--- config.mk ---
export PLATFORM = sky130hd
export DESIGN_NAME = command_signature_screen_core
export DESIGN_NICKNAME = d
export VERILOG_FILES = /design/src/rtl/css_pkg.sv /design/src/rtl/command_signature_screen_core.sv
export SDC_FILE = /design/constraint.sdc
export NUM_CORES = 1
export LEC_CHECK = 0
export ABC_CLOCK_PERIOD_IN_PS = 2850
export BUFFER_PORTS_ARGS = -buffer_cell sky130_fd_sc_hd__buf_2
export CORE_ASPECT_RATIO = 1.75
export CORE_MARGIN = 1
export CORE_UTILIZATION = 40
export DETAILED_ROUTE_END_ITERATION = 6
export SLEW_MARGIN = 30
export SYNTH_ARGS = -nofsm -noshare
export SYNTH_HDL_FRONTEND = slang
export SYNTH_SLANG_ARGS = --single-unit
--- constraint.sdc ---
create_clock -name clk -period 2.85 [get_ports clk]
set_input_delay 0.285 -clock clk [delete_from_list [all_inputs] [get_ports clk]]
set_output_delay 0.285 -clock clk [all_outputs]
set_load 0.05 [all_outputs]
--- src/rtl/css_pkg.sv ---
// Package for the command signature screen: verdict codes, signature table and match logic.
`timescale 1ns / 1ps

package css_pkg;

    localparam int WINDOW_BYTES = 16;
    localparam int SIG_BYTES    = WINDOW_BYTES + 1;
    localparam int SIG_W        = 8 * SIG_BYTES;
    localparam int SIG_COUNT    = 39;
    localparam int CNT_W        = 17;

    typedef logic [WINDOW_BYTES-1:0][7:0] window_t;

    typedef enum logic [2:0] {
        VERDICT_OK          = 3'd0,
        VERDICT_BAD_LENGTH  = 3'd1,
        VERDICT_INJECTION   = 3'd2,
        VERDICT_REDIRECT    = 3'd3,
        VERDICT_EXEC        = 3'd4,
        VERDICT_DESTRUCTIVE = 3'd5
    } verdict_t;

    localparam int GRP_INJECTION   = 0;
    localparam int GRP_REDIRECT    = 1;
    localparam int GRP_EXEC        = 2;
    localparam int GRP_DESTRUCTIVE = 3;

    // Last signature byte sits in the low byte of each entry.
    localparam logic [SIG_W-1:0] SIG_TEXT [SIG_COUNT] = '{
        SIG_W'("$("), SIG_W'(8'h60), SIG_W'("${"),
        SIG_W'(">/etc/"), SIG_W'(">>/etc/"), SIG_W'("> /etc/"),
        SIG_W'(">/boot/"), SIG_W'("> /boot/"),
        SIG_W'(">/dev/"), SIG_W'("> /dev/"),
        SIG_W'(">/proc/"), SIG_W'("> /proc/"),
        SIG_W'(">/sys/"), SIG_W'("> /sys/"),
        SIG_W'("eval "), SIG_W'("bash -c"), SIG_W'("sh -c"), SIG_W'("zsh -c"),
        SIG_W'("python -c"), SIG_W'("python3 -c"), SIG_W'("perl -e"),
        SIG_W'("ruby -e"), SIG_W'("node -e"),
        SIG_W'("rm -rf /"), SIG_W'("rm -rf /*"),
        SIG_W'("dd if=/dev/zero"), SIG_W'("dd if=/dev/random"),
        SIG_W'("mkfs"), SIG_W'("mkswap /dev/"),
        SIG_W'(":(){:|:&};:"),
        SIG_W'("chmod -R 777 /"), SIG_W'("chmod 777 /etc"),
        SIG_W'("chown -R"),
        SIG_W'("shred /dev/"), SIG_W'("wipefs"),
        SIG_W'("parted /dev/"), SIG_W'("fdisk /dev/"),
        SIG_W'("> /dev/sda"), SIG_W'("mv /* /dev/null")
    };

    localparam int SIG_LEN [SIG_COUNT] = '{
        2, 1, 2,
        6, 7, 7,
        7, 8,
        6, 7,
        7, 8,
        6, 7,
        5, 7, 5, 6,
        9, 10, 7,
        7, 7,
        8, 9,
        15, 17,
        4, 12,
        11,
        14, 14,
        8,
        11, 6,
        12, 11,
        10, 15
    };

    localparam int SIG_GROUP [SIG_COUNT] = '{
        0, 0, 0,
        1, 1, 1, 1, 1, 1, 1, 1, 1, 1, 1,
        2, 2, 2, 2, 2, 2, 2, 2, 2,
        3, 3, 3, 3, 3, 3, 3, 3, 3, 3, 3, 3, 3, 3, 3, 3
    };

    // Byte mask covering the given number of low bytes.
    function automatic logic [SIG_W-1:0] sig_mask(input int len);
        logic [SIG_W-1:0] m;
        m = '0;
        for (int k = 0; k < SIG_BYTES; k++)
        begin
            if (k < len)
            begin
                m[8*k +: 8] = 8'hFF;
            end
        end
        return m;
    endfunction

    // Groups hit by the new byte together with the window ahead of it.
    function automatic logic [3:0] match_groups(input window_t win, input logic [7:0] b);
        logic [SIG_W-1:0] cand;
        logic [3:0]       hits;
        cand = {win, b};
        hits = '0;
        for (int s = 0; s < SIG_COUNT; s++)
        begin
            if (SIG_LEN[s] <= SIG_BYTES &&
                ((cand ^ SIG_TEXT[s]) & sig_mask(SIG_LEN[s])) == '0)
            begin
                hits[SIG_GROUP[s]] = 1'b1;
            end
        end
        return hits;
    endfunction

endpackage

--- src/rtl/command_signature_screen_core.sv ---
// Command signature screen: byte-stream shell command screening with one verdict per command.
//
//  channel   | signals                                        | notes
//  char      | char_valid/char_ready, char_byte, carries_byte, | one transaction per byte or
//            | end_of_command                                  | bare end marker
//  verdict   | verdict_valid/verdict_ready, verdict            | one transaction per end item
//  cfg       | cfg_we, cfg_wdata                               | max_length, write only
//
// One item per cycle sustained while no end item is stalled: a char transaction lands in an
// input register, and from there the window compare, hit flags, length count and verdict
// resolve in one pass into the result register. verdict_valid rises once the end item
// leaves the input register and its verdict is registered.
// Reset clears the window, count and hit flags and sets max_length to 1024.
// Only an end item stalls, and only while the verdict register is full and not taken.
`timescale 1ns / 1ps

module command_signature_screen_core
    import css_pkg::*;
(
    input  logic        clk,
    input  logic        rst_n,
    input  logic        cfg_we,
    input  logic [15:0] cfg_wdata,
    input  logic        char_valid,
    output logic        char_ready,
    input  logic [7:0]  char_byte,
    input  logic        carries_byte,
    input  logic        end_of_command,
    output logic        verdict_valid,
    input  logic        verdict_ready,
    output logic [2:0]  verdict
);

    logic [15:0]      max_length_reg;
    logic             item_valid_reg;
    logic [7:0]       item_byte_reg;
    logic             item_carries_reg;
    logic             item_end_reg;
    window_t          window_reg, window_next;
    logic [CNT_W-1:0] count_reg, count_next;
    logic [3:0]       hits_reg, hits_next;
    logic             out_valid_reg;
    verdict_t         out_verdict_reg, verdict_next;
    logic             advance;

    assign advance    = item_valid_reg && (!item_end_reg || !out_valid_reg || verdict_ready);
    assign char_ready = !item_valid_reg || advance;

    // Fold the current byte into the command state.
    always_comb
    begin
        window_next = window_reg;
        count_next  = count_reg;
        hits_next   = hits_reg;
        if (item_carries_reg)
        begin
            hits_next   = hits_reg | match_groups(window_reg, item_byte_reg);
            window_next = {window_reg[WINDOW_BYTES-2:0], item_byte_reg};
            if (!count_reg[CNT_W-1])
            begin
                count_next = count_reg + CNT_W'(1);
            end
        end
    end

    always_comb
    begin
        if (count_next == '0 || count_next > {1'b0, max_length_reg})
            verdict_next = VERDICT_BAD_LENGTH;
        else if (hits_next[GRP_INJECTION])
            verdict_next = VERDICT_INJECTION;
        else if (hits_next[GRP_REDIRECT])
            verdict_next = VERDICT_REDIRECT;
        else if (hits_next[GRP_EXEC])
            verdict_next = VERDICT_EXEC;
        else if (hits_next[GRP_DESTRUCTIVE])
            verdict_next = VERDICT_DESTRUCTIVE;
        else
            verdict_next = VERDICT_OK;
    end

    always_ff @(posedge clk or negedge rst_n)
    begin
        if (!rst_n)
        begin
            max_length_reg <= 16'd1024;
        end
        else if (cfg_we)
        begin
            max_length_reg <= cfg_wdata;
        end
    end

    always_ff @(posedge clk or negedge rst_n)
    begin
        if (!rst_n)
        begin
            item_valid_reg <= 1'b0;
        end
        else if (char_ready)
        begin
            item_valid_reg <= char_valid;
        end
    end

    always_ff @(posedge clk)
    begin
        if (char_ready && char_valid)
        begin
            item_byte_reg    <= char_byte;
            item_carries_reg <= carries_byte;
            item_end_reg     <= end_of_command;
        end
    end

    always_ff @(posedge clk or negedge rst_n)
    begin
        if (!rst_n)
        begin
            window_reg <= '0;
            count_reg  <= '0;
            hits_reg   <= '0;
        end
        else if (advance)
        begin
            // Clear for the next command once the verdict is out.
            if (item_end_reg)
            begin
                window_reg <= '0;
                count_reg  <= '0;
                hits_reg   <= '0;
            end
            else
            begin
                window_reg <= window_next;
                count_reg  <= count_next;
                hits_reg   <= hits_next;
            end
        end
    end

    always_ff @(posedge clk or negedge rst_n)
    begin
        if (!rst_n)
        begin
            out_valid_reg <= 1'b0;
        end
        else if (advance && item_end_reg)
        begin
            out_valid_reg <= 1'b1;
        end
        else if (verdict_ready)
        begin
            out_valid_reg <= 1'b0;
        end
    end

    always_ff @(posedge clk)
    begin
        if (advance && item_end_reg)
        begin
            out_verdict_reg <= verdict_next;
        end
    end

    assign verdict_valid = out_valid_reg;
    assign verdict       = out_verdict_reg;

endmodule
# Word-level counts from Yosys, hierarchy flattened
# Index checks and enable logic that the tools add are counted.
dict set report word_totals {
  output_inout_bits 5
  word_cells 218
  input_bits 31
  reg_bits 180
}
dict set report op_classes {
  add_sub_neg 1
  muxes 57
  magnitude_cmp 1
  n_reduce_logical 54
  bitwise 79
}
# op n
set ops {}
lappend ops {{zero test 136 bit} 39}
lappend ops {{AND 136 x 56 -> 136 bit} 10}
lappend ops {{AND 136 x 48 -> 136 bit} 5}
lappend ops {{AND 136 x 64 -> 136 bit} 4}
lappend ops {{AND 136 x 88 -> 136 bit} 3}
lappend ops {{AND 136 x 112 -> 136 bit} 2}
lappend ops {{AND 136 x 120 -> 136 bit} 2}
lappend ops {{AND 136 x 16 -> 136 bit} 2}
lappend ops {{AND 136 x 40 -> 136 bit} 2}
lappend ops {{AND 136 x 72 -> 136 bit} 2}
lappend ops {{AND 136 x 80 -> 136 bit} 2}
lappend ops {{AND 136 x 96 -> 136 bit} 2}
lappend ops {{two-way mux 128 bit} 2}
lappend ops {{AND 136 bit} 1}
lappend ops {{AND 136 x 32 -> 136 bit} 1}
lappend ops {{AND 136 x 8 -> 136 bit} 1}
lappend ops {{inverter 32 bit} 3}
lappend ops {{inverter 44 bit} 2}
lappend ops {{inverter 28 bit} 3}
lappend ops {{inverter 27 bit} 3}
lappend ops {{inverter 39 bit} 2}
lappend ops {{inverter 35 bit} 2}
lappend ops {{inverter 68 bit} 1}
lappend ops {{inverter 31 bit} 2}
lappend ops {{other kinds (35)} 94}

# Longest topological paths before layout
dict set report depth {
  ltp_word 26
  depth_mapped 14
  mapped_depth_nobuf 14
}

# Worst setup path before layout
# No wires, ideal clock.
dict set report synth_path {
  path_kind {register -> register}
  from {reg count_reg[16]}
  to {reg out_verdict_reg[0] (netlist: verdict[0]), data pin}
  path_stages_with_launch 14
  t_arrival_ps 2769
  t_required_ps 2573
  n_path_buf 1
  path_slack_ps -196
  period_less_slack_ps 3046
  setup_ps 277
  path_cell_list {dfrtp_1 -> clkbuf_1 -> nand3b_1 -> nor3_1 -> and3_1 -> xnor2_1 -> ha_1 -> and3_1 -> nand4_1 -> a31oi_1 -> a211oi_1 -> o31ai_1 -> a31oi_1 -> o221ai_1}
}
dict set report synth_between {
  elab_chain_cells 5
  word_cells_on_any_way 6
  classes_between {add/sub: 1; order compare: 1; mux: 2; reduce/logical: 2}
}
# item line
set synth_rtl {}
lappend synth_rtl {{start, declared} command_signature_screen_core.sv:40} ;# logic [CNT_W-1:0] count_reg, count_next;
lappend synth_rtl {{start signal, assigned} command_signature_screen_core.sv:136} ;# count_reg <= count_next;
lappend synth_rtl {{adder 17 x 1 -> 17 bit} command_signature_screen_core.sv:61} ;# count_next = count_reg + CNT_W'(1);
lappend synth_rtl {{two-way mux 17 bit} command_signature_screen_core.sv:59} ;# if (!count_reg[CNT_W-1])
lappend synth_rtl {{two-way mux 17 bit *} command_signature_screen_core.sv:55} ;# if (item_carries_reg)
lappend synth_rtl {{greater-than comparator 17 x 16 -> 1 bit / zero test 17 bit (equally long branches)} command_signature_screen_core.sv:68} ;# if (count_next == '0 || count_next > {1'b0, max_length_reg})
lappend synth_rtl {{logical OR 1 bit *} command_signature_screen_core.sv:68}
lappend synth_rtl {{end signal, assigned} command_signature_screen_core.sv:162} ;# out_verdict_reg <= verdict_next;
lappend synth_rtl {{end, declared} command_signature_screen_core.sv:43} ;# verdict_t out_verdict_reg, verdict_next;
# Mark *: on every way between the ends. The rest lies on a longest branch, timed or not.
# A chain may end at the register's enable or synchronous reset.

# Worst setup path after layout
dict set report layout_path {
  from {reg count_reg[0]}
  to {reg out_verdict_reg[2] (netlist: verdict[2]), data pin}
}
dict set report layout_between {
  elab_chain_cells 6
  word_cells_on_any_way 7
  classes_between {add/sub: 1; order compare: 1; mux: 2; reduce/logical: 3}
}
# item line
set layout_rtl {}
lappend layout_rtl {{adder 17 x 1 -> 17 bit} command_signature_screen_core.sv:61}
lappend layout_rtl {{two-way mux 17 bit} command_signature_screen_core.sv:59}
lappend layout_rtl {{two-way mux 17 bit *} command_signature_screen_core.sv:55}
lappend layout_rtl {{greater-than comparator 17 x 16 -> 1 bit / zero test 17 bit (equally long branches)} command_signature_screen_core.sv:68}
lappend layout_rtl {{logical OR 1 bit *} command_signature_screen_core.sv:68}
lappend layout_rtl {{OR reduction 3 bit (no source line) *} n/a}
# Marked as above.

==> reports/results.ini <==
[yosys]
synthTopCellsByArea=dfrtp_1 (43%), a22o_1 (12%), edfxtp_1 (4.0%)
synth_warnings=0
synth_ff_type=dfrtp_1
ys_seq_area_share_pct=47.17
synthTopCellsByCount=dfrtp_1 (166), a22o_1 (135), nand2_1 (85)
syn_nets=1025
synth_edf_count=13
synth_seq_cells=180
postSynthAreaPerCell_sq_um=9.917
synth_top_area_share_pct=42.87
yosysMostFrequentCell=dfrtp_1
syn_area_sq_mm=0.009689
synth.largest_area_cell=dfrtp_1
synth.distinct_cells=62
netlist_instances=977
ys_async_sr_fraction_pct=92.78

[flow_run]
max-cap-violations=0

[setup_path]
crit_required_ns=3.15
worstPathArrival_ns=3.42
path_max_fanout=4
crit_type=register to register
end_kind=register
startpoint_type=register

[place]
dpl.hpwl_um=28420
place.gp.congestion=1.008
place_area_sq_mm=0.01151
pre_cts_ws_ns=-0.4941
portBuffers=35

[die]
core_area_sq_mm=0.02384
num_io_pins=36
placementRows=75
start_util_pct=40.65
fp.dieH_um=207.9
dieArea_sq_mm=0.02487
die_w_um=119.7

[global_route]
grt_max_degree=76
grt.overflow.total=0
antenna_found_initial=2
track_usage_pct=31.25
grt_pass1_vias=9486
grt_pass1_wl_um=56970

[clock_tree]
cts_buffers=17
clk_latency_ns=0.46
cts_htree_levels=4
cts.clk_slew.worst_paths_ns=0.07
cts.sinks=180
cts_tree=built
cts_buffer_depth=2
cts_root_buffer=clkbuf_16

[timing]
relSlewSlack_pct=58.64
finalHoldViolations=0
worst_hold_slack_ns=0.02358
timing.final.ws_setup_ns=-0.2747
fmax_ghz=0.3200
clock_skew_ns=0.008760
fin_crit_ns=3.125
slew_violations=0
tightestPinTransition_ns=0.6147
setup-violations-final=3
min_period_over_period_pct=109.6
rsz0062_at_grt=yes

[route]
drtIter0Drc=584
drtAntennaViolNets=0
vias=9133
routed_wl_um=37380
via_per_inst=6.154
drc=0
wl_per_cell_um=25.19
drtPass1Iterations=5

[final_layout]
design_area_sq_mm=0.01239
layout.nets=1209
largest_reg_flops=128
num-fill-cells=2232
utilization_pct=51.96
area_growth_syn_to_layout_pct=27.83
drive_above_1_share_pct=26.24

[outcome]
violations=setup timing
status=finished with violations

[pwr]
worst_ir_drop_vdd_mv=0.4530
p_leak_nw=5.280
power_mw=5.833
power.density_mw_per_mm2=471.0

[min_path]
holdCritPathClass=primary input to register

[layer usage]
metal	wire [um]	global-route usage [%]	vias to the layer above
li1	-	-	4125
met1	13130	31.99	4556
met2	19570	55.01	301
met3	1527	5.757	151
met4	3154	24.87	0
met5	0	0	-
[final cells by class]
type / count / area (sq um) / area share (%)
repair buffers: 231 / 1777 / 14.34
diodes: 2 / 5.005 / 0.04041
clock buffers: 22 / 475.5 / 3.839
inverters: 29 / 108.9 / 0.8789
multi-input cells: 702 / 4965 / 40.08
flip-flops and latches: 180 / 4572 / 36.91
well taps: 308 / 385.4 / 3.111
clock inverters: 10 / 97.59 / 0.7880
[critical path: stages, from the launching register on]
cell,delay [ns]
dfrtp_1,0.37
ha_2,0.23
nand3_4,0.11
buf_6,0.13
nor4_2,0.25
buf_4,0.18
xor2_2,0.06
ha_1,0.28
and3_1,0.14
nand4_1,0.20
nor4_1,0.33
o31ai_1,0.12
a31oi_2,0.27
nand3_1,0.12
a211oi_1,0.17
[path summary, 6_finish.rpt]
| kind | startpoint | cells past startpoint | slack (ns) | end |
|---|---|---|---|---|
| setup / recovery | count_reg[0] | 14 | -0.27 | verdict[2] |
| max in group asynchronous | rst_n | 3 | 1.73 | window_reg[42] |
| hold / removal | char_valid | 2 | 0.02 | item_valid_reg |
| setup reg to reg | count_reg[0] | 14 | -0.27 | verdict[2] |
| hold reg to reg | window_reg[127] | 1 | 0.51 | window_reg[127] |
| min in group asynchronous | rst_n | 2 | 0.37 | window_reg[21] |
[cell families (layout without fill, tap and decap cells)]
group / Yosys count / count (layout) / synth area share (%)
simple gates: 448 / 448 / 27.60
mux: 5 / 5 / 0.5553
fa+ha+maj: 17 / 17 / 2.195
xor+xnor: 14 / 14 / 1.266
compound gates: 218 / 218 / 17.54
buf+inv: 95 / 292 / 3.680
other cells: 0 / 2 / 0
flops: 180 / 180 / 47.17
[cells in the final DEF (no fill, tap or decap), types with 5 or more instances in the layout]
cell,count
buf_4,176
dfrtp_1,165
a22o_1,135
nand2_1,85
nor2_1,53
nor3_1,46
nor4_1,45
o21ai_0,35
buf_2,34
nand4_1,33
inv_1,29
nand2b_1,24
nand3_1,21
nand4b_1,21
clkbuf_16,18
ha_1,16
a21oi_1,14
nor4b_1,14
nand3b_1,13
edfxtp_1,13
or4_1,12
dlygate4sd3_1,10
xnor2_1,8
nor2b_1,8
or4b_2,7
nand4bb_1,7
buf_12,7
nor4bb_1,6
or3_1,5
or3b_2,5
[repair_timing]
item | in CTS | in global routing
buffers inserted | 3 | 0
setup endpoints to repair | 4 | 5
hold buffers | 10 | 0
pin swaps | 6 | 0
hold endpoints to repair | 67 | 0
gates cloned | 0 | 0
resized for setup | 23 | 12
[per-stage QoR]
stage | setup TNS, ns | instances
after CTS | -0.5689 | 1482
after global routing | -1.083 | 1483
after floorplan | -0.1035 | 977
after global placement | -1.295 | 1437
final | -0.7835 | 1484
after detailed placement | -1.506 | 1437
[report_power, final]
group,switching (mW),internal (mW),leakage [nW]
Combinational,0.471,0.297,2.58
Sequential,0.0679,2.66,2.41
Clock,1.05,1.28,0.284
(Power assumes the default switching activity.)
